==> src/sv/mmn_pkg.sv <==
// Shared constants and types for the min-max normalizer.
// No dependencies; used by every module of the block by scoped names.
`timescale 1ns / 1ps
`default_nettype none

package mmn_pkg;

    // sizing of the sample store and the sample word
    localparam int MAX_SAMPLES = 64;
    localparam int SAMPLE_BITS = 16;
    localparam int ADDR_BITS   = (MAX_SAMPLES > 1) ? $clog2(MAX_SAMPLES) : 1;
    localparam int CNT_BITS    = $clog2(MAX_SAMPLES + 1);

    // fixed result field widths
    localparam int LEVEL_BITS  = 16;
    localparam int POS_BITS    = 6;
    localparam int STEP_BITS   = $clog2(LEVEL_BITS + 1);

    // request into the iterative divider
    typedef struct packed {
        logic                   start;
        logic [SAMPLE_BITS-1:0] dividend;
        logic [SAMPLE_BITS-1:0] divisor;
    } t_div_req;

    // answer from the iterative divider
    typedef struct packed {
        logic                  done;
        logic [LEVEL_BITS-1:0] quotient;
    } t_div_rsp;

endpackage

`default_nettype wire

==> src/sv/mmn_store.sv <==
// Sample store: one write port, one read port with registered read data.
// Depends on mmn_pkg for depth and word width.
`timescale 1ns / 1ps
`default_nettype none

module mmn_store (
    input  wire logic                                i_clk,
    input  wire logic                                i_we,
    input  wire logic [mmn_pkg::ADDR_BITS-1:0]       i_waddr,
    input  wire logic [mmn_pkg::SAMPLE_BITS-1:0]     i_wdata,
    input  wire logic [mmn_pkg::ADDR_BITS-1:0]       i_raddr,
    output      logic [mmn_pkg::SAMPLE_BITS-1:0]     o_rdata
);

    logic [mmn_pkg::SAMPLE_BITS-1:0] r_mem [mmn_pkg::MAX_SAMPLES];
    logic [mmn_pkg::SAMPLE_BITS-1:0] r_rdata;

    // write port
    always_ff @(posedge i_clk) begin
        if (i_we) begin
            r_mem[i_waddr] <= i_wdata;
        end
    end

    // read port, registered read data
    always_ff @(posedge i_clk) begin
        r_rdata <= r_mem[i_raddr];
    end

    assign o_rdata = r_rdata;

endmodule

`default_nettype wire

==> src/sv/mmn_div.sv <==
// Restoring divider producing a saturated Q0.16 ratio dividend / divisor.
// Depends on mmn_pkg for widths and the request/answer structs.
`timescale 1ns / 1ps
`default_nettype none

module mmn_div (
    input  wire logic              i_clk,
    input  wire logic              i_rst_n,
    input  wire mmn_pkg::t_div_req i_req,
    output      mmn_pkg::t_div_rsp o_rsp
);

    logic                                r_run;
    logic [mmn_pkg::STEP_BITS-1:0]       r_cnt;
    logic [mmn_pkg::SAMPLE_BITS-1:0]     r_rem;
    logic [mmn_pkg::SAMPLE_BITS-1:0]     r_dvs;
    logic [mmn_pkg::LEVEL_BITS-1:0]      r_quo;
    logic                                r_sat;
    logic                                r_zero;

    logic [mmn_pkg::SAMPLE_BITS:0]       w_shift;
    logic                                w_ge;
    logic [mmn_pkg::SAMPLE_BITS:0]       w_diff;

    // one quotient bit per cycle
    always_comb begin
        w_shift = {r_rem, 1'b0};
        w_ge    = (w_shift >= {1'b0, r_dvs});
        w_diff  = w_shift - {1'b0, r_dvs};
    end

    // control
    always_ff @(posedge i_clk) begin
        if (!i_rst_n) begin
            r_run <= 1'b0;
            r_cnt <= '0;
        end else if (i_req.start) begin
            r_run <= 1'b1;
            r_cnt <= mmn_pkg::STEP_BITS'(mmn_pkg::LEVEL_BITS);
        end else if (r_run) begin
            if (r_cnt != '0) begin
                r_cnt <= r_cnt - 1'b1;
            end else begin
                r_run <= 1'b0;
            end
        end
    end

    // datapath: dividend never exceeds divisor, so the remainder stays narrow
    always_ff @(posedge i_clk) begin
        if (i_req.start) begin
            r_rem  <= i_req.dividend;
            r_dvs  <= i_req.divisor;
            r_quo  <= '0;
            r_zero <= (i_req.divisor == '0);
            r_sat  <= (i_req.dividend == i_req.divisor);
        end else if (r_run && (r_cnt != '0)) begin
            r_rem <= w_ge ? w_diff[mmn_pkg::SAMPLE_BITS-1:0] : w_shift[mmn_pkg::SAMPLE_BITS-1:0];
            r_quo <= {r_quo[mmn_pkg::LEVEL_BITS-2:0], w_ge};
        end
    end

    // flat range gives zero, exact full scale saturates
    always_comb begin
        o_rsp.done = r_run && (r_cnt == '0);
        if (r_zero) begin
            o_rsp.quotient = '0;
        end else if (r_sat) begin
            o_rsp.quotient = '1;
        end else begin
            o_rsp.quotient = r_quo;
        end
    end

endmodule

`default_nettype wire

==> src/sv/min_max_normalizer.sv <==
// Min-max normalizer: loading a block of samples, then draining it normalized.
// The block takes one sample item per cycle while loading (busy low). The item
// with i_last set starts the drain: busy goes high and every stored sample comes
// out in arrival order as (sample - min) / (max - min), unsigned Q0.16 with full
// scale held at 65535. Each result takes a store read, a subtract, sixteen steps
// of the shared restoring divider and a result step, in that order. Results are
// held for one cycle under o_strobe and cannot be stalled. At most 64 samples
// are kept; later ones are dropped and flagged on every result of that block.
// Depends on mmn_pkg, mmn_store and mmn_div.
`timescale 1ns / 1ps
`default_nettype none

module min_max_normalizer (
    input  wire logic                                  i_clk,
    input  wire logic                                  i_rst_n,
    input  wire logic                                  start,
    output      logic                                  busy,
    input  wire logic signed [mmn_pkg::SAMPLE_BITS-1:0] i_sample,
    input  wire logic                                  i_last,
    output      logic                                  o_strobe,
    output      logic [mmn_pkg::LEVEL_BITS-1:0]        o_level,
    output      logic [mmn_pkg::POS_BITS-1:0]          o_position,
    output      logic                                  o_dropped,
    output      logic                                  o_final_res
);

    typedef enum logic [3:0] {
        S_LOAD = 4'b0001,
        S_READ = 4'b0010,
        S_SUB  = 4'b0100,
        S_DIV  = 4'b1000
    } t_state;

    localparam logic signed [mmn_pkg::SAMPLE_BITS-1:0] MinInit =
        {1'b0, {(mmn_pkg::SAMPLE_BITS-1){1'b1}}};
    localparam logic signed [mmn_pkg::SAMPLE_BITS-1:0] MaxInit =
        {1'b1, {(mmn_pkg::SAMPLE_BITS-1){1'b0}}};

    t_state                                    r_state, n_state;
    logic signed [mmn_pkg::SAMPLE_BITS-1:0]    r_min, n_min;
    logic signed [mmn_pkg::SAMPLE_BITS-1:0]    r_max, n_max;
    logic [mmn_pkg::CNT_BITS-1:0]              r_count, n_count;
    logic                                      r_ovf, n_ovf;
    logic [mmn_pkg::ADDR_BITS-1:0]             r_idx, n_idx;
    logic                                      r_strobe, n_strobe;
    logic [mmn_pkg::LEVEL_BITS-1:0]            r_level, n_level;
    logic [mmn_pkg::POS_BITS-1:0]              r_position, n_position;
    logic                                      r_dropped, n_dropped;
    logic                                      r_final, n_final;

    logic                                      w_accept;
    logic                                      w_room;
    logic                                      w_we;
    logic [mmn_pkg::SAMPLE_BITS-1:0]           w_rdata;
    logic [mmn_pkg::SAMPLE_BITS:0]             w_offset;
    logic [mmn_pkg::SAMPLE_BITS:0]             w_span;
    logic                                      w_is_end;
    mmn_pkg::t_div_req                         w_req;
    mmn_pkg::t_div_rsp                         w_rsp;

    // loading and draining never overlap, busy is the interlock on the store
    assign busy     = (r_state != S_LOAD);
    assign w_accept = start && !busy;
    assign w_room   = (r_count < mmn_pkg::CNT_BITS'(mmn_pkg::MAX_SAMPLES));
    assign w_we     = w_accept && w_room;

    mmn_store u_store (
        .i_clk   (i_clk),
        .i_we    (w_we),
        .i_waddr (r_count[mmn_pkg::ADDR_BITS-1:0]),
        .i_wdata (i_sample),
        .i_raddr (r_idx),
        .o_rdata (w_rdata)
    );

    // offset and range, both non-negative
    always_comb begin
        w_offset = {w_rdata[mmn_pkg::SAMPLE_BITS-1], w_rdata} -
                   {r_min[mmn_pkg::SAMPLE_BITS-1], r_min};
        w_span   = {r_max[mmn_pkg::SAMPLE_BITS-1], r_max} -
                   {r_min[mmn_pkg::SAMPLE_BITS-1], r_min};
        w_is_end = ((mmn_pkg::CNT_BITS'(r_idx) + mmn_pkg::CNT_BITS'(1)) == r_count);
        w_req.start    = (r_state == S_SUB);
        w_req.dividend = w_offset[mmn_pkg::SAMPLE_BITS-1:0];
        w_req.divisor  = w_span[mmn_pkg::SAMPLE_BITS-1:0];
    end

    mmn_div u_div (
        .i_clk   (i_clk),
        .i_rst_n (i_rst_n),
        .i_req   (w_req),
        .o_rsp   (w_rsp)
    );

    // sequencer: load, then read / subtract / divide per stored sample
    always_comb begin
        n_state    = r_state;
        n_min      = r_min;
        n_max      = r_max;
        n_count    = r_count;
        n_ovf      = r_ovf;
        n_idx      = r_idx;
        n_strobe   = 1'b0;
        n_level    = r_level;
        n_position = r_position;
        n_dropped  = r_dropped;
        n_final    = r_final;
        unique case (r_state)
            S_LOAD: begin
                if (w_accept) begin
                    if (w_room) begin
                        n_count = r_count + 1'b1;
                        if (i_sample < r_min) begin
                            n_min = i_sample;
                        end
                        if (i_sample > r_max) begin
                            n_max = i_sample;
                        end
                    end else begin
                        n_ovf = 1'b1;
                    end
                    if (i_last) begin
                        n_idx   = '0;
                        n_state = S_READ;
                    end
                end
            end
            S_READ: begin
                n_state = S_SUB;
            end
            S_SUB: begin
                n_state = S_DIV;
            end
            S_DIV: begin
                if (w_rsp.done) begin
                    n_strobe   = 1'b1;
                    n_level    = w_rsp.quotient;
                    n_position = mmn_pkg::POS_BITS'(r_idx);
                    n_dropped  = r_ovf;
                    n_final    = w_is_end;
                    if (w_is_end) begin
                        n_min   = MinInit;
                        n_max   = MaxInit;
                        n_count = '0;
                        n_ovf   = 1'b0;
                        n_state = S_LOAD;
                    end else begin
                        n_idx   = r_idx + 1'b1;
                        n_state = S_READ;
                    end
                end
            end
            default: begin
                n_state = S_LOAD;
            end
        endcase
    end

    // control registers
    always_ff @(posedge i_clk) begin
        if (!i_rst_n) begin
            r_state  <= S_LOAD;
            r_min    <= MinInit;
            r_max    <= MaxInit;
            r_count  <= '0;
            r_ovf    <= 1'b0;
            r_idx    <= '0;
            r_strobe <= 1'b0;
        end else begin
            r_state  <= n_state;
            r_min    <= n_min;
            r_max    <= n_max;
            r_count  <= n_count;
            r_ovf    <= n_ovf;
            r_idx    <= n_idx;
            r_strobe <= n_strobe;
        end
    end

    // result registers
    always_ff @(posedge i_clk) begin
        r_level    <= n_level;
        r_position <= n_position;
        r_dropped  <= n_dropped;
        r_final    <= n_final;
    end

    assign o_strobe    = r_strobe;
    assign o_level     = r_level;
    assign o_position  = r_position;
    assign o_dropped   = r_dropped;
    assign o_final_res = r_final;

    // a result only follows a divide that finished
    a_strobe_after_div: assert property (@(posedge i_clk) disable iff (!i_rst_n)
        o_strobe |-> $past(r_state == S_DIV))
        else $error("result strobe without a finished divide");

    // divider answers only while the sequencer waits for it
    a_done_in_div: assert property (@(posedge i_clk) disable iff (!i_rst_n)
        w_rsp.done |-> (r_state == S_DIV))
        else $error("divider finished outside the divide state");

    // the fill count never passes the store depth
    a_count_bound: assert property (@(posedge i_clk) disable iff (!i_rst_n)
        r_count <= mmn_pkg::CNT_BITS'(mmn_pkg::MAX_SAMPLES))
        else $error("fill count beyond store depth");

    // the final result hands the block back to loading with a clean state
    a_final_clears: assert property (@(posedge i_clk) disable iff (!i_rst_n)
        (o_strobe && o_final_res) |-> (!busy && (r_count == '0) && !r_ovf))
        else $error("block not cleared after final result");

endmodule

`default_nettype wire

==> config.mk <==
export PLATFORM = sky130hd
export DESIGN_NAME = min_max_normalizer
export DESIGN_NICKNAME = d
export VERILOG_FILES = /design/src/sv/mmn_pkg.sv /design/src/sv/mmn_store.sv /design/src/sv/mmn_div.sv /design/src/sv/min_max_normalizer.sv
export SDC_FILE = /design/constraint.sdc
export NUM_CORES = 1
export LEC_CHECK = 0
export ABC_AREA = 1
export BUFFER_PORTS_ARGS = -buffer_cell sky130_fd_sc_hd__buf_2
export CORE_MARGIN = 2
export CORE_UTILIZATION = 46
export DETAILED_ROUTE_END_ITERATION = 8
export GPL_ROUTABILITY_DRIVEN = 1
export HOLD_SLACK_MARGIN = 0.03
export SYNTH_ARGS = -nofsm -noshare
export SYNTH_HDL_FRONTEND = slang
export SYNTH_SLANG_ARGS = --single-unit
==> constraint.sdc <==
create_clock -name i_clk -period 3.1 [get_ports i_clk]
set_clock_uncertainty 0.15 [all_clocks]
set_input_delay 0.62 -clock i_clk [delete_from_list [all_inputs] [get_ports i_clk]]
set_output_delay 0.62 -clock i_clk [all_outputs]
set_load 0.05 [all_outputs]
-- After elaboration in Yosys (flattened, before gate mapping)
Memories as Yosys holds them, arrays and structs flattened. A register that Yosys moved wholly into a read port is not among the register bits.
Cells that the tools add are included.
- add/subtract/negate cells: 7
- magnitude comparators: 4
- equal/unequal tests: 16
- multiplexer cells: 45
- bitwise gates (word level): 1
- reductions and logical operators: 23
- operator list (kind ; number):
    two-way mux 16 bit ; 14
    one-hot mux 16 bit (2 select lines) ; 2
    subtractor 16 bit ; 3
    two-way mux 7 bit ; 4
    two-way mux 6 bit ; 4
    greater-or-equal comparator 17 x 16 -> 1 bit ; 1
    equality test 16 bit ; 1
    greater-than comparator 16 bit ; 1
    logical NOT 16 bit ; 1
    < comparator 16 bit ; 1
    inequality test 2 bit, second input constant ; 8
    one-hot mux 4 bit (4 select lines) ; 1
    two-way mux 5 bit ; 3
    AND reduction 5 bit ; 3
    one-hot mux 7 bit (2 select lines) ; 1
    two-way mux 4 bit ; 3
    one-hot mux 6 bit (2 select lines) ; 1
    AND reduction 6 bit ; 2
    two-way mux 1 bit ; 10
    AND reduction 2 bit ; 4
    nonzero test 2 bit ; 4
    adder 6 x 1 -> 7 bit, second input constant ; 1
    adder 7 x 1 -> 7 bit, second input constant ; 1
    equality test 7 bit ; 1
    other kinds (18) ; 21
- bits in registers: 131
- RAM bits: 1024
- output and inout bits: 26
- logic and storage cells: 116
- memories kept: 1
- memory list (name ; words ; width ; rd ports ; clocked after memory_dff ; wr ports ; RTL line ; source):
    u_store.r_mem ; 64 ; 16 ; 1 ; 1 ; 1 ; mmn_store.sv:15 ; logic [mmn_pkg::SAMPLE_BITS-1:0] r_mem [mmn_pkg::MAX_SAMPLES];

-- Longest topological paths before layout
- depth in word-level cells: 6
- gate-level depth with buffers: 17
- gate-level depth less buffers: 17

-- Modules after synthesis
Synthesis repeated with hierarchy kept, for this count alone.
- cell total of the unflattened synthesis: 4766
- area total of the unflattened synthesis: 51284.2 um2
- modules (own cells, without submodules) (module ; times used ; cells each ; area an instance (um2)):
    mmn_store ; 1 ; 3517 ; 42099.1
    min_max_normalizer ; 1 ; 741 ; 5412.7
    mmn_div ; 1 ; 508 ; 3772.4

-- Worst setup path after synthesis
Ideal clock, no wire load.
- kind: register to register
- start point: register r_state[2]
- end point: memory u_store.r_mem[0][0] (netlist bit), enable pin
- data arrival time: 2.433 ns
- required time: 2.562 ns
- slack: 0.129 ns
- stages on the path, launching flop included: 10
- path through: dfxtp_1 -> inv_2 -> nand2_1 -> nor3_2 -> inv_1 -> nor2_1 -> nand2_1 -> nor2_1 -> nand3_1 -> nor2_1
- longest elaborated chain between the ends: 6
- RTL lines (what ; RTL line ; source):
    start, declared ; min_max_normalizer.sv:39 ; t_state r_state, n_state;
    start signal, assigned ; min_max_normalizer.sv:170 ; r_state <= n_state;
    inequality test 4 x 1 -> 1 bit ; min_max_normalizer.sv:62 ; assign busy = (r_state != S_LOAD);
    named net busy ; min_max_normalizer.sv:17 ; output logic busy,
    logical NOT 1 bit ; min_max_normalizer.sv:63 ; assign w_accept = start && !busy;
    logical AND 1 bit ; min_max_normalizer.sv:63 ;
    logical AND 1 bit ; min_max_normalizer.sv:65 ; assign w_we = w_accept && w_room;
    two-way mux 1 bit ; mmn_store.sv:20 ; if (i_we) begin
    two-way mux 1 bit (not written as such) ; mmn_store.sv:21 ; r_mem[i_waddr] <= i_wdata;
    end, declared ; mmn_store.sv:15 ;
The timed path passes the listed nets, and every way through them passes these cells.

-- Worst setup path after layout
- start point: register r_state[2]
- end point: memory u_store.r_mem[27][15] (netlist bit), enable pin
- longest elaborated chain between the ends: 6
- RTL lines (what ; RTL line):
    inequality test 4 x 1 -> 1 bit ; min_max_normalizer.sv:62
    logical NOT 1 bit ; min_max_normalizer.sv:63
    logical AND 1 bit ; min_max_normalizer.sv:63
    logical AND 1 bit ; min_max_normalizer.sv:65
    two-way mux 1 bit ; mmn_store.sv:20
    two-way mux 1 bit (not written as such) ; mmn_store.sv:21
No other way between the ends.

==> impl_metrics.py <==
metrics = {
    "grt": {
        "grt_pass1_wl_mm": 206.1,
        "grt_max_degree": 157,
        "track_usage_pct": 24.82,
        "gr-total-overflow": 0,
        "grt_pass1_vias": 31440,
        "antenna_found_initial": 4,
    },
    "route": {
        "initialDrtViolationCount": 4114,
        "via_per_inst": 5.793,
        "wl_per_cell_um": 23.77,
        "vias": 34070,
        "ant_nets": 0,
        "detail_route.first_pass.iterations": 6,
        "wl_mm": 139.8,
        "drc_errors": 0,
    },
    "synthesis": {
        "ys_seq_area_share_pct": 68.94,
        "synth_cells": 4270,
        "postSynthAreaPerCell_sq_um": 11.64,
        "synth_seq_cells": 1171,
        "synth_compound_area_share_pct": 12.71,
        "synthMuxAreaShare_pct": 0.04027,
        "synth-edff-count": 1082,
        "synth_nets": 4376,
        "yosysUniqueCellTypes": 42,
        "synthAdderAreaFrac_pct": 2.210,
        "synth_xor_area_share_pct": 0.4933,
        "synth_simple_gate_area_share_pct": 11.80,
        "syn_area_sq_um": 49710,
        "synth_ff_type": "edfxtp_1",
        "synth_top_family_by_area": "compound AO/OA/AOI/OAI gates",
        "async_reset_ff_share_pct": 0,
        "yosys_warnings": 0,
    },
    "sta": {
        "setup_viol": 0,
        "grt_setup_unrepaired": "false",
        "period_share_pct": 90.51,
        "maxSlewHeadroom_pct": 34.08,
        "finalSetupTns_ns": 0,
        "min_period_ns": 2.806,
        "finalMaxSlewViolations": 0,
        "worstMarginPinSlew_ns": 0.9888,
        "hold_viol_final": 0,
        "fmax_ghz": 0.3564,
    },
    "finish": {
        "final_cell_mix": "edfxtp_1, nor2_1, o21ai_0",
        "fill_cells": 9074,
        "final_common_cell": "edfxtp_1",
        "design_area_sq_um": 56360,
        "final-instance-count-excl-fill": 5881,
        "multi_input_area_sq_um": 13570,
        "nets": 4482,
        "seqCellArea_sq_um": 34290,
        "syn_to_final_growth_pct": 13.38,
        "layout-drive-gt1-share_pct": 10.12,
    },
    "setup_path": {
        "cp-end-kind": "register",
        "critPathKind": "reg2reg",
        "cp-start-kind": "register",
        "required_ns": 3.33,
        "r2r_slack_ns": 0.29,
        "critical_path_peak_fanout": 16,
        "critPathArrivalTime_ns": 3.04,
    },
    "floorplan": {
        "initial_core_util_pct": 46.44,
        "die-area_sq_um": 110700,
        "die_h_um": 332.7,
        "io_pins": 46,
        "core_sq_um": 107100,
        "num_rows": 120,
        "dieWidth_um": 332.7,
    },
    "cts": {
        "cts.clk_slew.worst_paths_ns": 0.06,
        "cts_hold_buf": 0,
        "clockBufferDepth": 3,
        "cts-root-buf": "clkbuf_16",
        "numCtsBuffers": 118,
        "clock_latency_ns": 0.72,
        "cts_max_level": 3,
        "cts_sinks": 1171,
        "post_cts_buffers": 0,
        "cts_resized": 0,
        "cts_tree": "built",
    },
    "power": {
        "cellPowerDensity_nw_per_um2": 635.1,
        "peakVddDrop_mv": 0.4712,
        "p_leak_nw": 20.05,
    },
    "placed_design": {
        "dp_hpwl_mm": 85.88,
        "io_buffers": 45,
        "dp_cells": 5659,
        "routabilityCongestion": 0.9360,
        "placedInstanceArea_sq_um": 52590,
    },
    "min_path": {
        "min_path_type": "in2reg",
    },
    "run": {
        "drv_cap": 0,
    },
    "outcome": {
        "status": "completed",
    },
}
registers in the layout, indices dropped and copies added (netlist names), 4 cells and up:
register	cells
u_div.r_cnt	5
r_state	4
o_level	16
r_count	7
u_div.r_dvs	16
u_div.r_rem	16
r_idx	6
u_store.r_mem	1024
o_position	6
r_min	16
u_div.r_quo	16
u_store.o_rdata	16
r_max	16
layer usage:
metal  track usage (%)  routed length (um)
met1             36.57               62460
met2             37.68               62850
met3             3.492                9684
met4             8.896                4763
met5                 0                   7
layout make-up:
type                            count  share of cell area, %
Tap cell                         1403                  3.115
Multi-Input combinational cell   2609                  24.08
Clock inverter                     80                  1.223
Clock buffer                      140                  5.461
Sequential cell                  1171                  60.84
Timing Repair Buffer              239                  3.672
Inverter                          237                  1.607
Antenna cell                        2               0.008880
power by group:
group	switching, mW	total, mW	internal, mW
combinational	2.85	4.11	1.26
sequential	0.209	17.8	17.6
clock	6.01	13.9	7.90
synthesized netlist by cell type (3+ instances only):
master    count  area share (%)
edfxtp_1   1082              65
nor2_1      672             5.1
o21ai_0     546             5.5
nand2_1     467             3.5
nand3_1     236             2.4
inv_1       219             1.7
clkbuf_1    201             1.5
o22ai_1     143             1.8
o211ai_1    135             2.0
o221ai_1    128             2.3
dfxtp_1      89             3.6
a21oi_1      85            0.86
ha_1         83             2.1
buf_2        39            0.39
nand4_1      18            0.23
or2_2        16            0.20
xor2_1       15            0.26
buf_1        13           0.098
inv_2        13           0.098
xnor2_1      13            0.23
nor3_1       12            0.12
and2_1        6           0.076
clkinv_1      5           0.038
a31oi_1       3           0.038
fa_1          3            0.12
o21ai_1       3           0.030
o21bai_1      3           0.045
critical path: stages (launching register included):
cell and delay (ns):
dfxtp_1 0.34, inv_2 0.09, nand2_1 0.10, nor3_2 0.25, inv_1 0.13, nor2_1 0.14
nand2_1 0.13, nor2_1 0.22, nand3_1 0.24, buf_4 0.26, nor2_1 0.11, buf_4 0.29
through the flow:
step                utilization (%)  worst slack (ns)  power (mW)  hold slack (ns)
floorplan                         -            0.1289       20.57           0.2529
global placement              49.12            0.3664       22.12           0.2872
detailed placement            49.12            0.3466       22.15           0.2924
CTS                           52.64            0.2820       35.95          0.07344
global route                  52.64            0.1181       37.08           0.1056
finish                        52.65            0.2943       35.79           0.1023
path summary, 6_finish.rpt:
check                           depth (start not counted)               startpoint                               to
worst max-delay path                                   11  r_state[2]$_SDFFE_PN0P_  u_store.r_mem[27][15]$_DFFE_PP_
worst max register to register                         11  r_state[2]$_SDFFE_PN0P_  u_store.r_mem[27][15]$_DFFE_PP_
worst min register to register                          2    r_min[1]$_SDFFE_PN1P_            r_min[1]$_SDFFE_PN1P_
worst min-delay path                                    3                    start          r_count[1]$_SDFFE_PN0P_
cell families (layout without fill, tap and decap cells):
kind of cell / Yosys count / count (layout)
mux: 2 / 2
fa+ha+maj: 86 / 86
compound gates: 1055 / 1055
xor+xnor: 28 / 28
other cells: 0 / 2
buf+inv: 490 / 696
simple gates: 1438 / 1438
flops: 1171 / 1171
No activity file was read; power rests on OpenSTA's default activity.
